--- src/rtl/spnfa_pkg.sv ---
// ----------------------------------------------------------------------------
// Slot pool allocator package
// Shared widths, register indexes, status and operation codes, and the
// structs that pass between the controller, the flag memory and the top level.
// ----------------------------------------------------------------------------
`default_nettype none

package spnfa_pkg;

  localparam int HwSlots      = 32;
  localparam int DefaultSlots = 32;

  localparam int SizeW   = 16;
  localparam int CountW  = 6;
  localparam int SlotW   = 5;
  localparam int StatusW = 2;
  localparam int CfgIdxW = 1;

  localparam logic [SizeW-1:0]  SlotSizeReset  = 16'd256;
  localparam logic [CountW-1:0] SlotCountReset = 6'd32;

  // Configuration register indexes
  localparam logic [CfgIdxW-1:0] CfgSlotSize  = 1'b0;
  localparam logic [CfgIdxW-1:0] CfgSlotCount = 1'b1;

  // Operation codes
  localparam logic OpAcquire = 1'b0;
  localparam logic OpRelease = 1'b1;

  // Status codes
  localparam logic [StatusW-1:0] StOk        = 2'd0;
  localparam logic [StatusW-1:0] StExhausted = 2'd1;
  localparam logic [StatusW-1:0] StTooLarge  = 2'd2;
  localparam logic [StatusW-1:0] StBadIndex  = 2'd3;

  typedef struct packed {
    logic             we;
    logic             re;
    logic [SlotW-1:0] addr;
    logic             wdata;
  } ram_req_t;

  typedef struct packed {
    logic               granted;
    logic [SlotW-1:0]   slot;
    logic [StatusW-1:0] status;
  } result_t;

endpackage

`default_nettype wire

--- src/rtl/slot_pool_next_fit_allocator.sv ---
// ----------------------------------------------------------------------------
// Slot pool next-fit allocator
// Fixed-size slot pool with per-slot busy flags and a rotating grant pointer.
// ----------------------------------------------------------------------------
// Each input item is an acquire or a release and yields exactly one result
// item. An acquire whose request_size exceeds slot_size fails with status
// "too large" at once. Otherwise the busy flags are checked one slot per
// cycle, starting after the slot granted last and wrapping at the slot count
// in use (slot_count clamped to 1..min(Slots, 32)); the first free slot is
// marked busy and granted. If all are busy the result is "exhausted" and the
// pointer stays. A release frees an in-range slot (freeing a free slot is
// harmless) or reports "bad index". The flags live in a one-port memory with
// registered read data, so an acquire has an accept step, one flag read per
// slot inspected (at most the slot count in use, 32 by default), then a step
// handing the result to the output register; releases and oversized requests
// have only the accept and hand-over steps. One item is processed at a time;
// the output register lets the next item be accepted while a result waits.
// After reset the memory is cleared in a sweep over all min(Slots, 32)
// entries, during which s_axis_tready_o stays low; configuration writes are
// always accepted and should only be issued while the block is idle.
// ----------------------------------------------------------------------------
`default_nettype none

module slot_pool_next_fit_allocator #(
  parameter int Slots = spnfa_pkg::DefaultSlots
) (
  input  wire                              clk_i,
  input  wire                              rst_ni,
  // Input items
  input  wire                              s_axis_tvalid_i,
  output logic                             s_axis_tready_o,
  input  wire  [23:0]                      s_axis_tdata_i,  // [15:0] request_size,
                                                            // [20:16] slot_index
  input  wire                              s_axis_tuser_i,  // [0] operation
  // Result items
  output logic                             m_axis_tvalid_o,
  input  wire                              m_axis_tready_i,
  output logic [7:0]                       m_axis_tdata_o,  // [4:0] granted_slot,
                                                            // [6:5] status
  output logic                             m_axis_tuser_o,  // [0] granted
  // Configuration writes
  input  wire                              cfg_valid_i,
  output logic                             cfg_ready_o,
  input  wire  [spnfa_pkg::CfgIdxW-1:0]    cfg_index_i,
  input  wire  [spnfa_pkg::SizeW-1:0]      cfg_data_i
);
  import spnfa_pkg::*;

  localparam int Depth = (Slots < HwSlots) ? Slots : HwSlots;

  logic [SizeW-1:0]  slot_size_q;
  logic [CountW-1:0] slot_count_q;

  ram_req_t ram_req;
  logic     ram_rd;
  logic     res_valid;
  logic     res_ready;
  result_t  res;

  logic     out_valid_q;
  result_t  out_q;

  // Configuration registers; the port never stalls
  assign cfg_ready_o = 1'b1;

  always_ff @(posedge clk_i or negedge rst_ni) begin
    if (!rst_ni) begin
      slot_size_q  <= SlotSizeReset;
      slot_count_q <= SlotCountReset;
    end else if (cfg_valid_i) begin
      case (cfg_index_i)
        CfgSlotSize:  slot_size_q  <= cfg_data_i;
        CfgSlotCount: slot_count_q <= cfg_data_i[CountW-1:0];
        default: begin
        end
      endcase
    end
  end

  spnfa_flag_ram #(
    .Depth(Depth)
  ) u_flag_ram (
    .clk_i    (clk_i),
    .req_i    (ram_req),
    .rd_data_o(ram_rd)
  );

  spnfa_ctrl #(
    .Depth(Depth)
  ) u_ctrl (
    .clk_i       (clk_i),
    .rst_ni      (rst_ni),
    .in_valid_i  (s_axis_tvalid_i),
    .in_ready_o  (s_axis_tready_o),
    .op_i        (s_axis_tuser_i),
    .req_size_i  (s_axis_tdata_i[15:0]),
    .idx_i       (s_axis_tdata_i[20:16]),
    .slot_size_i (slot_size_q),
    .slot_count_i(slot_count_q),
    .ram_req_o   (ram_req),
    .ram_rd_i    (ram_rd),
    .res_valid_o (res_valid),
    .res_ready_i (res_ready),
    .res_o       (res)
  );

  // Output register: load when empty or being drained this cycle
  assign res_ready = !out_valid_q || m_axis_tready_i;

  always_ff @(posedge clk_i or negedge rst_ni) begin
    if (!rst_ni) begin
      out_valid_q <= 1'b0;
    end else if (res_ready) begin
      out_valid_q <= res_valid;
    end
  end

  always_ff @(posedge clk_i) begin
    if (res_ready && res_valid) begin
      out_q <= res;
    end
  end

  assign m_axis_tvalid_o = out_valid_q;
  assign m_axis_tuser_o  = out_q.granted;
  assign m_axis_tdata_o  = {1'b0, out_q.status, out_q.slot};

endmodule

`default_nettype wire

--- src/rtl/spnfa_flag_ram.sv ---
// ----------------------------------------------------------------------------
// Busy flag memory
// One bit per slot, one access per cycle, read data registered.
// ----------------------------------------------------------------------------
`default_nettype none

module spnfa_flag_ram #(
  parameter int Depth = spnfa_pkg::HwSlots
) (
  input  wire                       clk_i,
  input  wire spnfa_pkg::ram_req_t  req_i,
  output logic                      rd_data_o
);
  import spnfa_pkg::*;

  localparam int AddrW = (Depth > 1) ? $clog2(Depth) : 1;

  logic             mem [Depth];
  logic [AddrW-1:0] addr;

  assign addr = req_i.addr[AddrW-1:0];

  always_ff @(posedge clk_i) begin
    if (req_i.we) begin
      mem[addr] <= req_i.wdata;
    end
    if (req_i.re) begin
      rd_data_o <= mem[addr];
    end
  end

endmodule

`default_nettype wire

--- src/rtl/spnfa_ctrl.sv ---
// ----------------------------------------------------------------------------
// Slot pool controller
// Clears the flag memory after reset, then runs acquire searches and
// releases against it, one item at a time.
// ----------------------------------------------------------------------------
`default_nettype none

module spnfa_ctrl #(
  parameter int Depth = spnfa_pkg::HwSlots
) (
  input  wire                              clk_i,
  input  wire                              rst_ni,
  input  wire                              in_valid_i,
  output logic                             in_ready_o,
  input  wire                              op_i,
  input  wire  [spnfa_pkg::SizeW-1:0]      req_size_i,
  input  wire  [spnfa_pkg::SlotW-1:0]      idx_i,
  input  wire  [spnfa_pkg::SizeW-1:0]      slot_size_i,
  input  wire  [spnfa_pkg::CountW-1:0]     slot_count_i,
  output spnfa_pkg::ram_req_t              ram_req_o,
  input  wire                              ram_rd_i,
  output logic                             res_valid_o,
  input  wire                              res_ready_i,
  output spnfa_pkg::result_t               res_o
);
  import spnfa_pkg::*;

  localparam int AddrW = (Depth > 1) ? $clog2(Depth) : 1;

  localparam logic [1:0] SClear  = 2'd0;
  localparam logic [1:0] SIdle   = 2'd1;
  localparam logic [1:0] SSearch = 2'd2;
  localparam logic [1:0] SDone   = 2'd3;

  logic [1:0]        state_q, state_d;
  logic [AddrW-1:0]  clr_q, clr_d;
  logic [SlotW-1:0]  pos_q, pos_d;
  logic [SlotW-1:0]  cnt_q, cnt_d;
  logic [SlotW-1:0]  last_q, last_d;
  result_t           res_q, res_d;

  logic [CountW-1:0] n_act;
  logic [CountW-1:0] last_slot;
  logic [SlotW-1:0]  start_pos;
  logic [SlotW-1:0]  next_pos;

  // Slots in use: count clamped to 1..Depth
  always_comb begin
    n_act = slot_count_i;
    if (n_act == '0) begin
      n_act = CountW'(1);
    end
    if (n_act > CountW'(Depth)) begin
      n_act = CountW'(Depth);
    end
  end

  assign last_slot = n_act - CountW'(1);
  assign start_pos = ({1'b0, last_q} >= last_slot) ? '0 : last_q + SlotW'(1);
  assign next_pos  = ({1'b0, pos_q} >= last_slot) ? '0 : pos_q + SlotW'(1);

  assign in_ready_o  = (state_q == SIdle);
  assign res_valid_o = (state_q == SDone);
  assign res_o       = res_q;

  always_comb begin
    state_d   = state_q;
    clr_d     = clr_q;
    pos_d     = pos_q;
    cnt_d     = cnt_q;
    last_d    = last_q;
    res_d     = res_q;
    ram_req_o = '0;

    case (state_q)
      SClear: begin
        ram_req_o.we    = 1'b1;
        ram_req_o.addr  = SlotW'(clr_q);
        ram_req_o.wdata = 1'b0;
        clr_d           = clr_q + AddrW'(1);
        if (clr_q == AddrW'(Depth - 1)) begin
          state_d = SIdle;
        end
      end

      SIdle: begin
        if (in_valid_i) begin
          res_d = '0;
          if (op_i == OpRelease) begin
            if ({1'b0, idx_i} >= n_act) begin
              res_d.status = StBadIndex;
            end else begin
              ram_req_o.we    = 1'b1;
              ram_req_o.addr  = idx_i;
              ram_req_o.wdata = 1'b0;
              res_d.status    = StOk;
            end
            state_d = SDone;
          end else if (req_size_i > slot_size_i) begin
            res_d.status = StTooLarge;
            state_d      = SDone;
          end else begin
            // Issue the first flag read; its data shows up next cycle
            ram_req_o.re   = 1'b1;
            ram_req_o.addr = start_pos;
            pos_d          = start_pos;
            cnt_d          = '0;
            state_d        = SSearch;
          end
        end
      end

      SSearch: begin
        if (!ram_rd_i) begin
          // Free slot: mark busy and grant
          ram_req_o.we    = 1'b1;
          ram_req_o.addr  = pos_q;
          ram_req_o.wdata = 1'b1;
          last_d          = pos_q;
          res_d.granted   = 1'b1;
          res_d.slot      = pos_q;
          res_d.status    = StOk;
          state_d         = SDone;
        end else if ({1'b0, cnt_q} == last_slot) begin
          res_d.status = StExhausted;
          state_d      = SDone;
        end else begin
          ram_req_o.re   = 1'b1;
          ram_req_o.addr = next_pos;
          pos_d          = next_pos;
          cnt_d          = cnt_q + SlotW'(1);
        end
      end

      SDone: begin
        if (res_ready_i) begin
          state_d = SIdle;
        end
      end

      default: begin
        state_d = SIdle;
      end
    endcase
  end

  always_ff @(posedge clk_i or negedge rst_ni) begin
    if (!rst_ni) begin
      state_q <= SClear;
      clr_q   <= '0;
      last_q  <= '0;
    end else begin
      state_q <= state_d;
      clr_q   <= clr_d;
      last_q  <= last_d;
    end
  end

  always_ff @(posedge clk_i) begin
    pos_q <= pos_d;
    cnt_q <= cnt_d;
    res_q <= res_d;
  end

endmodule

`default_nettype wire
--- config.mk ---
export PLATFORM = sky130hd
export DESIGN_NAME = slot_pool_next_fit_allocator
export DESIGN_NICKNAME = d
export VERILOG_FILES = /design/src/rtl/spnfa_pkg.sv /design/src/rtl/slot_pool_next_fit_allocator.sv /design/src/rtl/spnfa_flag_ram.sv /design/src/rtl/spnfa_ctrl.sv
export SDC_FILE = /design/constraint.sdc
export NUM_CORES = 1
export LEC_CHECK = 0
export BUFFER_PORTS_ARGS = -buffer_cell sky130_fd_sc_hd__buf_2
export CELL_PAD_IN_SITES_DETAIL_PLACEMENT = 1
export CELL_PAD_IN_SITES_GLOBAL_PLACEMENT = 1
export CORE_ASPECT_RATIO = 1.75
export CORE_MARGIN = 1.5
export CORE_UTILIZATION = 45
export DETAILED_ROUTE_END_ITERATION = 16
export PLACE_DENSITY = 0.88
export REMOVE_ABC_BUFFERS = 1
export SYNTH_ARGS = -nofsm -noshare
export SYNTH_HDL_FRONTEND = slang
export SYNTH_SLANG_ARGS = --single-unit
--- constraint.sdc ---
create_clock -name clk_i -period 10.2 [get_ports clk_i]
set_input_delay 2.04 -clock clk_i [delete_from_list [all_inputs] [get_ports clk_i]]
set_output_delay 2.04 -clock clk_i [all_outputs]
set_load 0.1 [all_outputs]
* Word-level counts from Yosys, hierarchy flattened
Memories as Yosys holds them, arrays and structs flattened. A register that Yosys moved wholly into a read port is not among the register bits.
Cells that the tools add are included.
** Storage, ports and cells
- Flip-flop bits (word level) :: 61
- Word-level logic and storage cells :: 103
- Input port bits :: 47
- Bits in latches :: 0
- Bits in read-only memories :: 0
- Memories kept :: 1
- Memory bits (writable) :: 32
** Memories
- u_flag_ram.mem :: words 32, bits a word 1, rd ports 1, clocked after memory_dff 1, wr ports 1, RTL line spnfa_flag_ram.sv:18 : logic mem [Depth];
** Cells by class
- Shifts and indexed selects :: 0
- Equal/unequal tests :: 14
- Add/sub/neg operators :: 5
- Multiply operators :: 0
- Bitwise logic cells :: 2
- Div/mod/pow operators :: 0
- Reductions and logical operators :: 13
- Mux-type cells :: 49
- $lt $le $gt $ge :: 5
** Operators by type and width (number)
- 5-bit 2-to-1 mux :: 14
- 6-bit 2-to-1 mux :: 6
- 5-bit by 1-bit adder with 5-bit output (second input constant) :: 4
- 2-bit 2-to-1 mux :: 10
- 5-bit case mux with 2 select lines :: 2
- 5-bit by 6-bit >= comparator with 1-bit output :: 3
- 6-bit case mux with 3 select lines :: 1
- 16-bit greater-than comparator :: 1
- 8-bit 2-to-1 mux :: 2
- 8-bit case mux with 2 select lines :: 1
- 2-bit != test (second input constant) :: 6
- 1-bit 2-to-1 mux :: 10
- 2-bit case mux with 4 select lines :: 1
- 5-bit by 6-bit == test with 1-bit output :: 1
- 6-bit greater-than comparator (second input constant) :: 1
- 6-bit logical NOT :: 1
- 2-bit AND reduction :: 3
- 3-bit AND reduction :: 2
- 6-bit AND reduction :: 1
- 6-bit by 1-bit subtractor with 6-bit output (second input constant) :: 1
- 5-bit == test (second input constant) :: 1
- 2-bit == test (second input constant) :: 2
- 2-bit by 1-bit != test with 1-bit output (second input constant) :: 2
- 4-bit AND reduction :: 1
- other kinds (10) :: 11

* Depth between registers and ports, before layout
Gate-level depths: netlist (run 1).
- Depth after elaboration :: 13
- Depth in mapped cells :: 16
- Gate-level depth less buffers :: 15

* Cells and area by module
Synthesis (run 1) repeated with hierarchy kept, for this count alone.
** Second synthesis, totals
- Cell total of the unflattened synthesis :: 462
- Area total of the unflattened synthesis :: 5313.8 um^2
** By module, submodules not included
- spnfa_ctrl :: area each 2613.8 um^2, cells an instance 288, times used 1
- spnfa_flag_ram :: area each 1506.4 um^2, cells an instance 110, times used 1
- slot_pool_next_fit_allocator :: area each 1193.6 um^2, cells an instance 64, times used 1

* Worst setup path after synthesis (run 1)
OpenSTA, ideal clock, no wires.
- Path kind :: input to register
- Start :: in s_axis_tdata_i[5]
- End :: reg u_flag_ram.rd_data_o, read port of u_flag_ram.mem (data pin)
- Setup time :: 280 ps
- Path slack :: 5489 ps
- Cell stages on the path :: 12
- Arrival :: 4432 ps
- Required time :: 9920 ps
- Path through :: ha_1 > a211oi_1 > nand2_1 > o31ai_1 > a22o_1 > nor3b_2 > nor3_4 > buf_6 > mux2_2 > a221o_1 > a21oi_1 > a32oi_1
** Between the ends
- Longest elaborated chain between the ends :: 5
** RTL lines
- from (decl) :: RTL line slot_pool_next_fit_allocator.sv:32 : input wire [23:0] s_axis_tdata_i,
- 16-bit greater-than comparator * :: RTL line spnfa_ctrl.sv:99 : end else if (req_size_i > slot_size_i) begin
- 6-bit 2-to-1 mux * :: RTL line spnfa_ctrl.sv:99
- 5-bit 2-to-1 mux or 1-bit 2-to-1 mux (tied branches) :: RTL line spnfa_ctrl.sv:89 : if (op_i == OpRelease) begin
- 8-bit 2-to-1 mux * :: RTL line spnfa_ctrl.sv:87 : if (in_valid_i) begin
- 6-bit case mux with 3 select lines or 1-bit case mux with 2 select lines (tied branches) :: RTL line spnfa_ctrl.sv:75 : case (state_q)
- to (decl) :: RTL line spnfa_flag_ram.sv:12 : output logic rd_data_o
Every way passes the cells marked *; elsewhere a longest branch is shown, timed or not.
A chain may end at the register's enable or synchronous reset.

* Final worst setup path (run 1)
- Start :: in s_axis_tdata_i[13]
- End :: reg u_flag_ram.rd_data_o, read port of u_flag_ram.mem (data pin)
The elaborated chain is that of the path after synthesis.

==> results, run 1 <==
- The run finished with clean final reports.
- For the pin with the worst max-slew slack, the measured transition is 1050 ps.
- Traced cell by cell, the critical path runs through buf_2, ha_1, nand4_1, a211oi_1, o31ai_1, a22o_1, a211oi_4, nand2_1, o21ai_1, a222oi_1, a211o_1, a32oi_1.
- The required time at the endpoint of the critical path is 10330 ps.
- The number of hold violations in the final report is 0.
- The flip-flop and latch count after synthesis is 94.
- In this run the worst hold path is classified as reg2reg.
- In this run, post-CTS repair resized a total of 0 instances.
- The layout overhead on the synthesized area is 12.0%.
- The H-tree level count is 3.
- The leakage power total is 2.52 nW.
- The count of unique library cells instantiated by Yosys is 72.
- The library cells used most frequently in the layout, excluding fill and tap cells, are 74 x sky130_fd_sc_hd__nand2_1, 59 x sky130_fd_sc_hd__edfxtp_1, 53 x sky130_fd_sc_hd__buf_2.
- The routability-driven placement congestion ratio is 0.963.
- The peak-usage layer in the global routing report is met2.
- For this block, the routed nets add up to 14.6 mm of wire.
- On the final layout, the worst clock skew is ~7 ps.
- The final number of setup-violating endpoints is 0.
- In the final design database the tool counted 648 nets.
- The standard cell core area is 11600 µm².
- The register share of total power is 34.9%.
- For this run, the slowest stage of the critical path takes approximately 500 ps.
- The initial standard-cell utilization of the core is 46.4%.
- Counting cells, the worst reg-to-reg path comes to 15.
- The source-to-sink clock delay at the later pin of the worst-skew pair is 350 ps.
- STA classifies the critical path startpoint as an input pin.
- No sink is reached through more buffers than the 2 on the longest clock path.
- The final-layout fill cell count is 1316.
- For met1 alone, demand over resource in global routing was 22.7%.
- The max-slew violation count came to 0.
- The cell with the largest stage delay on the worst path is sky130_fd_sc_hd__o21ai_1.
- The proportion of total power due to net switching is 45.2%.
- For this design, the sink count on the clock tree is 94.
- The final core utilization is 51.9%.
- The met3 track demand over resource in global routing is 3.57%.
- In the routed design, unresolved DRC markers number 0.
- The CTS buffer count is 9.
- Among all flip-flop cells after synthesis, the most frequent one is sky130_fd_sc_hd__edfxtp_1.
- The commonest non-fill, non-tap cell in the layout is sky130_fd_sc_hd__nand2_1.
- After floorplanning, the core was divided into 52 placement rows.
- The port buffer count is between 50 and 60.
- The sequential area share after synthesis is 49.1%.
- The count of routing violations after the opening detailed-route iteration is 267.
- The clock network is responsible for 17.6% of the overall power.
- The share of the synthesized area in the top cell type is between 30% and 40%.
- The cell-internal power is 987 µW.
- Sorting the synthesized cells by area gives the leading types as sky130_fd_sc_hd__edfxtp_1 33%, sky130_fd_sc_hd__dfrtp_1 15%, sky130_fd_sc_hd__ha_1 9.0%, sky130_fd_sc_hd__nand2_1 5.1%, sky130_fd_sc_hd__nor2_1 3.5%.
- In this run the power spent charging and discharging nets is 815 µW.
- The placed cell count is a little under 700.
- The overflow left after global routing is 0.
- The count of cells in the finished layout, fillers not included, comes to about 700.
- The detailed router placed 4243 vias in this run.
- The final setup TNS is 0 ps.
- The number of antenna diodes in the final layout is 0.
- After synthesis the cells add up to 5400 µm².
- In the final layout, the share of cells above drive strength 1 is 18.0%.
- By area, the combinational part of the netlist is dominated by simple AND/OR/NAND/NOR gates.
- After clock tree synthesis, the clock-pin slew on the worst setup and hold paths is 60 ps.
- The worst flop-to-flop path endpoint is u_flag_ram.rd_data_o$_DFFE_PP_.
- From bottom edge to top edge, the die measures 148 µm.
- The biggest area consumer among synthesized cells is sky130_fd_sc_hd__edfxtp_1.
- The global-route usage over all layers is 24.5%.
- The fraction of the mapped netlist area in adder cells is 9.41%.
- The total power after layout is 1.80 mW.
- The category of the most critical setup path is in2reg.
- The floorplan step defined a die boundary enclosing between 10000 and 15000 µm².
- The share of the synthesized area in compound gates (AO/OA/AOI/OAI) is 13.2%.
- The Yosys step of the flow raised 0 warnings.
- In this run the critical register-to-register path is launched from slot_count_q[3]$_DFFE_PN0P_.
- The count of pins on the block boundary is 59.
- STA classifies the critical path endpoint as a flop.
- In the final routed layout, each cell accounts on average for 20.8 µm.
- The xor/xnor cell area share of the yosys netlist is 3.57%.
- The clock period could shrink to 5470 ps.
- The number of synthesized flops with an enable pin is a little under 60.
- The number of global-route vias before repair is 4697.
- The width of the die is 85.8 µm.
- TritonCTS built the clock tree.
- In the synthesized netlist the async set-or-reset flop fraction comes to 37.2%.
- The tool flagged a number of max-cap violations equal to 0.
- IR analysis of the VDD net gives a maximum drop of roughly 0.00012 V.
- Combinational cells account for 47.5% of the total power.
- The tightest slew margin relative to the limit is just under 30%.
- The cell count after synthesis came out at around 500.
- The data arrival time at the worst-slack endpoint is 5600 ps.
- The initial antenna violation count is 0.
- The remaining number of nets flagged by the antenna check after routing is 0.
- The setup slack of the most critical reg-to-reg path is 4990 ps.
- Once detailed placement completed, the half-perimeter wirelength came to 10.9 mm.
- Power spread over the standard cell area amounts to 298 nW/µm².
- The met2 usage in global routing is 46.1%.
- For this design, the CTS-stage hold fixing added 0 buffers.
- Timing would allow up to 0.183 GHz.
- Dividing the synthesized area by the synthesized cell count gives 10.6 µm².
- In this run the worst path has a maximum fanout of 13.
- The first-pass iteration count of the detailed router is 7.
- Of the post-synthesis cell area, the part taken by muxes is between 4 and 5%.
- The global-route wire length before repair is 23.4 mm.
- The cell chosen for the clock root is sky130_fd_sc_hd__clkbuf_16.
- The pin count of the biggest net entering global routing is 36.
- Using the TritonRoute via totals, the vias-per-cell ratio works out to just over 6.
- The end point of the critical path is u_flag_ram.rd_data_o$_DFFE_PP_.
- The simple logic cell fraction of the synthesized area is around 17%.
- The buffers inserted during post-CTS setup optimization is 0.
- Setup repair after global routing left no endpoint under its margin.
- Tracing the worst setup path back leads to its startpoint at s_axis_tdata_i[13].
- The final cycle utilization of the critical path is 53.6%.
==> power groups by stage <==
stage	sequential, mW	combinational (mW)	clock (mW)
global placement	0.626	0.792	0
finish	0.629	0.856	0.317
CTS	0.629	0.851	0.322
global route	0.640	0.930	0.333
detailed placement	0.635	0.830	0
floorplan	0.708	0.530	0
==> layout make-up <==
cell class	count	area [µm²]	share of cell area, %
clock buffers	10	229	3.78
inverters	31	116	1.92
clock inverters	6	46.3	0.765
multi-input cells	372	2570	42.4
flip-flops and latches	94	2650	43.8
repair buffers	54	273	4.51
well taps	135	169	2.79
==> cells in the mapped netlist, drive strengths merged, types with 5 or more instances <==
| cell type | number |
|---|---|
| mux2 | 16 |
| dfrtp | 33 |
| xnor2 | 7 |
| xor2 | 9 |
| buf | 6 |
| nor2 | 50 |
| a211oi | 11 |
| o21ai | 23 |
| inv | 31 |
| edfxtp | 59 |
| a21o | 5 |
| a31oi | 6 |
| and2 | 11 |
| nand2 | 74 |
| nand4 | 6 |
| a21oi | 16 |
| nor2b | 11 |
| ha | 39 |
| clkbuf | 8 |
| nand3 | 19 |
==> per-stage QoR <==
stage / cell area, µm² / setup slack [ps] / hold WS [ps]
global placement: 5770 / 4650 / 404
global route: 6050 / 4550 / 431
CTS: 6050 / 4760 / 423
floorplan: 5330 / 5420 / 400
finish: 6050 / 4730 / 420
detailed placement: 5770 / 4490 / 408
==> routing by layer <==
layer	wire [µm]	vias up
li1	-	1942
met1	4820	2053
met2	8170	168
met3	525	80
met4	1060	0
met5	0	-
==> cells by family after synthesis <==
family	after synthesis
DFF	94
adders and majority gates	41
muxes	20
xor gates and xnor gates	18
buffers and inverters	45
AOI/OAI and AO/OA	96
and+or+nand+nor	195
other	2
==> worst min-delay path by stage <==
| stage | endpoint | slack (ps) | cells past startpoint | from |
|---|---|---|---|---|
| floorplan | m_axis_tdata_o[0]$_DFFE_PP_ | 400 | 0 | u_ctrl.res_o[2]$_SDFFCE_PN0P_ |
| global placement | m_axis_tuser_o$_DFFE_PP_ | 400 | 0 | u_ctrl.res_o[7]$_DFFE_PP_ |
| detailed placement | m_axis_tdata_o[6]$_DFFE_PP_ | 410 | 0 | u_ctrl.res_o[1]$_SDFFCE_PP0P_ |
| CTS | m_axis_tuser_o$_DFFE_PP_ | 420 | 0 | u_ctrl.res_o[7]$_DFFE_PP_ |
| global route | m_axis_tdata_o[6]$_DFFE_PP_ | 430 | 0 | u_ctrl.res_o[1]$_SDFFCE_PP0P_ |
| finish | m_axis_tdata_o[6]$_DFFE_PP_ | 420 | 0 | u_ctrl.res_o[1]$_SDFFCE_PP0P_ |
==> registers in the layout, summed over array words and instances, names as in the netlist, 2 cells and up <==
name and cells:
u_flag_ram.mem 32, slot_size_q 16, u_ctrl.cnt_q 5, m_axis_tdata_o 7
slot_count_q 6, u_ctrl.last_q 5, u_ctrl.pos_q 5, u_ctrl.res_o 8
u_ctrl.clr_q 5, u_ctrl.state_q 2
==> worst max-delay path, delay by kind of cell <==
| kind | cells | cell delay [ps] |
|---|---|---|
| adders and majority gates | 1 | 330 |
| AOI/OAI and AO/OA | 8 | 2560 |
| and+or+nand+nor | 2 | 540 |
| buffers and inverters | 1 | 110 |
No activity file was read; power rests on OpenSTA's default activity.
==> inputs of run 2 (changes only) <==
- CORE_UTILIZATION: 45 -> 42
- PLACE_DENSITY: 0.88 -> 0.86
- clock period: 10.2 -> 4.4 ns (I/O delays scaled with it)
==> results, run 2 (synthesized netlist as in run 1, its figures left out) <==
- Outcome: complete, no violations (unchanged).
- The required time at the endpoint of the critical path is 4470 ps (was 10330 ps).
- The number of hold violations in the final report was 0 (unchanged).
- The total half-perimeter wirelength after legalization and detailed placement is 11.3 mm (was 10.9 mm).
- The number of violations of the max-capacitance limit came to 0 (unchanged).
- The kind of cell with the highest combined delay on the critical path is compound AO/OA/AOI/OAI gates (unchanged).
- The DRC violation count after routing is 0 (unchanged).
- The number of sinks driven by the clock tree came to 94 (unchanged).
- The count of routing violations after the opening detailed-route iteration came to 201 (was 267).
- The footprint of the flip-flops and latches is 2650 µm² (unchanged).
- The source-to-sink clock delay at the later pin of the worst-skew pair was 350 ps (about the same).
- The worst ir drop on vdd is 0.000289 V (was 0.000116 V).
- The number of global-route vias before repair was 4763 (was 4697).
- The final number of setup-violating endpoints is 0 (unchanged).
- The register clock-pin slew on the reported worst setup and hold paths was 70 ps (was 60 ps).
- Most frequent cells in the layout: 73 x sky130_fd_sc_hd__nand2_1, 59 x sky130_fd_sc_hd__edfxtp_1, 53 x sky130_fd_sc_hd__buf_2 (was 74 x sky130_fd_sc_hd__nand2_1, 59 x sky130_fd_sc_hd__edfxtp_1, 53 x sky130_fd_sc_hd__buf_2).
- The category of the most critical setup path is reg2reg (was in2reg).
- The largest buffer count on any clock path came to 2 (unchanged).
- The final-layout fill cell count is 1400 (was 1316).
- The ratio of routed vias to standard cells is 5.72 (was 6.04).
- The tightest slew margin relative to the limit came to 25.8% (was 29.6%).
- The critical path launch point type is a flop (was input pin).
- The cell-internal power came to 2.39 mW (was 987 µW).
- The flip-flop count of the largest register, all copies and words added is 32 (unchanged).
- The overflow left after global routing is 0 (unchanged).
- The share of total power in the clock network was 17.1% (was 17.6%).
- The width of the die came to 88.7 µm (was 85.8 µm).
- The CTS tree is built (unchanged).
- The shortest clock period the worst path allows after layout is 4310 ps.
- The commonest non-fill, non-tap cell in the layout is sky130_fd_sc_hd__nand2_1 (unchanged).
- The vertical extent of the die was 153 µm (was 148 µm).
- The proportion of total power due to net switching is 44.5% (was 45.2%).
- The max-slew violation count is 0 (unchanged).
- The power density over cell area came to 687 nW/µm² (was 298 nW/µm²).
- The area enclosed by the die boundary is 13600 µm² (was 12700 µm²).
- In the finished design, the share of the clock period the worst path needs comes to 97.9%.
- The wire length reported by the detailed router is 14.9 mm (was 14.6 mm).
- The cell row count is 54 (was 52).
- The setup skew after layout is 12.5 ps (was 7.09 ps).
- The final core utilization was 50.0% (was 51.9%).
- The pin count of the biggest net entering global routing is 36 (unchanged).
- The data arrival time at the worst-slack endpoint is 4380 ps (was 5600 ps).
- Chain of cells forming the critical path: nor4_4, o21bai_1, ha_1, xor2_1, ha_1, nand2_1, o21ai_0, maj3_1, a211oi_1, a221oi_1, a21oi_1, buf_4, a31oi_1, a41oi_1, o21ai_0, a32oi_1 (was buf_2, ha_1, nand4_1, a211oi_1, o31ai_1, a22o_1, a211oi_4, nand2_1, o21ai_1, a222oi_1, a211o_1, a32oi_1).
- The cell with the largest stage delay on the worst path is sky130_fd_sc_hd__a221oi_1 (was sky130_fd_sc_hd__o21ai_1).
- The initial antenna violation count is 0 (unchanged).
- The maximum fanout count along the critical path came to 7 (was 13).
- The count of pins on the block boundary came to 59 (unchanged).
- The register share of total power is 33.9% (was 34.9%).
- The first-pass iteration count of the detailed router was 5 (was 7).
- The power share of the combinational group is 48.9% (was 47.5%).
- The path category of the worst min-delay check is reg2reg (unchanged).
- The global-route usage over all layers is 23.6% (was 24.5%).
- The worst hold slack came to 420 ps (about the same).
- The power spent charging and discharging nets is 1.91 mW (was 815 µW).
- The leakage power total is 2.62 nW (was 2.52 nW).
- The total buffers and inverters traversed by the critical path is 1 (unchanged).
- The standard cell core area is 12500 µm² (was 11600 µm²).
- The initial standard-cell utilization of the core is 43.2% (was 46.4%).
- The critical path capture point type is a flop (unchanged).
- The routability-driven placement congestion ratio is 0.933 (was 0.963).
- The net count reported at finish is 667 (was 648).
- The setup slack of the most critical reg-to-reg path was 90 ps (was 4990 ps).
- The H-tree level count is 3 (unchanged).
- The layout overhead on the synthesized area is 15.8% (was 12.0%).
- The average wire per cell in the routed design is 19.7 µm (was 20.8 µm).
- Unrepaired setup endpoints after global routing: yes (was no).
- The global-route wire length before repair is 24.0 mm (was 23.4 mm).
- The register with the most flip-flops is u_flag_ram.mem (unchanged).
- For this run, the top clock speed supported by timing is 0.232 GHz.
- The cell chosen for the clock root is sky130_fd_sc_hd__clkbuf_16 (unchanged).
- The number of inserted diodes is 0 (unchanged).
- The CTS buffer count was 9 (unchanged).
- The worst-margin pin slew came to 1110 ps (was 1050 ps).
- The area of the multi-input gates is 2590 µm² (was 2570 µm²).
- The remaining number of nets flagged by the antenna check after routing is 0 (unchanged).
- The fraction of final layout cells sized beyond drive strength 1 was 21.2% (was 18.0%).
- The maximum cell stage delay along the critical path is 570 ps (was 500 ps).
- The vias after detailed routing is 4310 (was 4243).
- The port buffer count is 53 (unchanged).
## run 2: what timing repair did
| action | 4_1_cts | 5_1_grt |
|---|---|---|
| setup buffers | 0 | 2 |
| pin swaps | 0 | 1 |
| resized for setup | 1 | 4 |
| hold buffers | 0 | 0 |
| setup endpoints to repair | 1 | 22 |
## run 2: routing by layer
metal	GRT usage [%]	wire [µm]	vias to the layer above
met5	0	0	-
met4	13.5	755	0
met3	4.10	434	54
met2	44.0	8550	140
met1	23.2	5120	2134
li1	-	-	1982
## run 2: worst paths after layout
path,from,cells after the start,endpoint
min in group asynchronous,rst_ni,1,u_ctrl.clr_q[4]$_DFFE_PN0N_
worst min-delay path,u_ctrl.res_o[1]$_SDFFCE_PP0P_,0,m_axis_tdata_o[6]$_DFFE_PP_
worst min register to register,u_ctrl.res_o[1]$_SDFFCE_PP0P_,0,m_axis_tdata_o[6]$_DFFE_PP_
max in group asynchronous,rst_ni,1,m_axis_tvalid_o$_DFFE_PN0N_
worst max register to register,slot_count_q[1]$_DFFE_PN0P_,16,u_flag_ram.rd_data_o$_DFFE_PP_
worst max-delay path,slot_count_q[1]$_DFFE_PN0P_,16,u_flag_ram.rd_data_o$_DFFE_PP_
## run 2: cell type report
| type | count | share of cell area [%] |
|---|---|---|
| Multi-Input combinational cell | 372 | 41.4 |
| Sequential cell | 94 | 42.4 |
| Timing Repair Buffer | 73 | 6.64 |
| Clock buffer | 10 | 3.66 |
| Clock inverter | 6 | 0.700 |
| Inverter | 31 | 1.86 |
| Tap cell | 168 | 3.36 |
## run 2: power groups by stage
stage | clock network, mW | registers (mW) | logic, mW
after detailed placement | 0 | 1.47 | 2.02
final | 0.736 | 1.46 | 2.10
after floorplan | 0 | 1.64 | 1.23
after CTS | 0.752 | 1.45 | 2.05
after global routing | 0.782 | 1.48 | 2.28
after global placement | 0 | 1.45 | 1.93
## run 2: metrics by stage
stage	setup WS, ps	area (µm²)	instances	power [mW]	setup TNS, ps
CTS	70.1	6220	752	4.26	0
global route	-168	6250	754	4.54	-1070
floorplan	243	5330	497	2.87	0
finish	91.4	6250	754	4.30	0
global placement	93.1	5940	736	3.38	0
detailed placement	38.1	5940	736	3.49	0
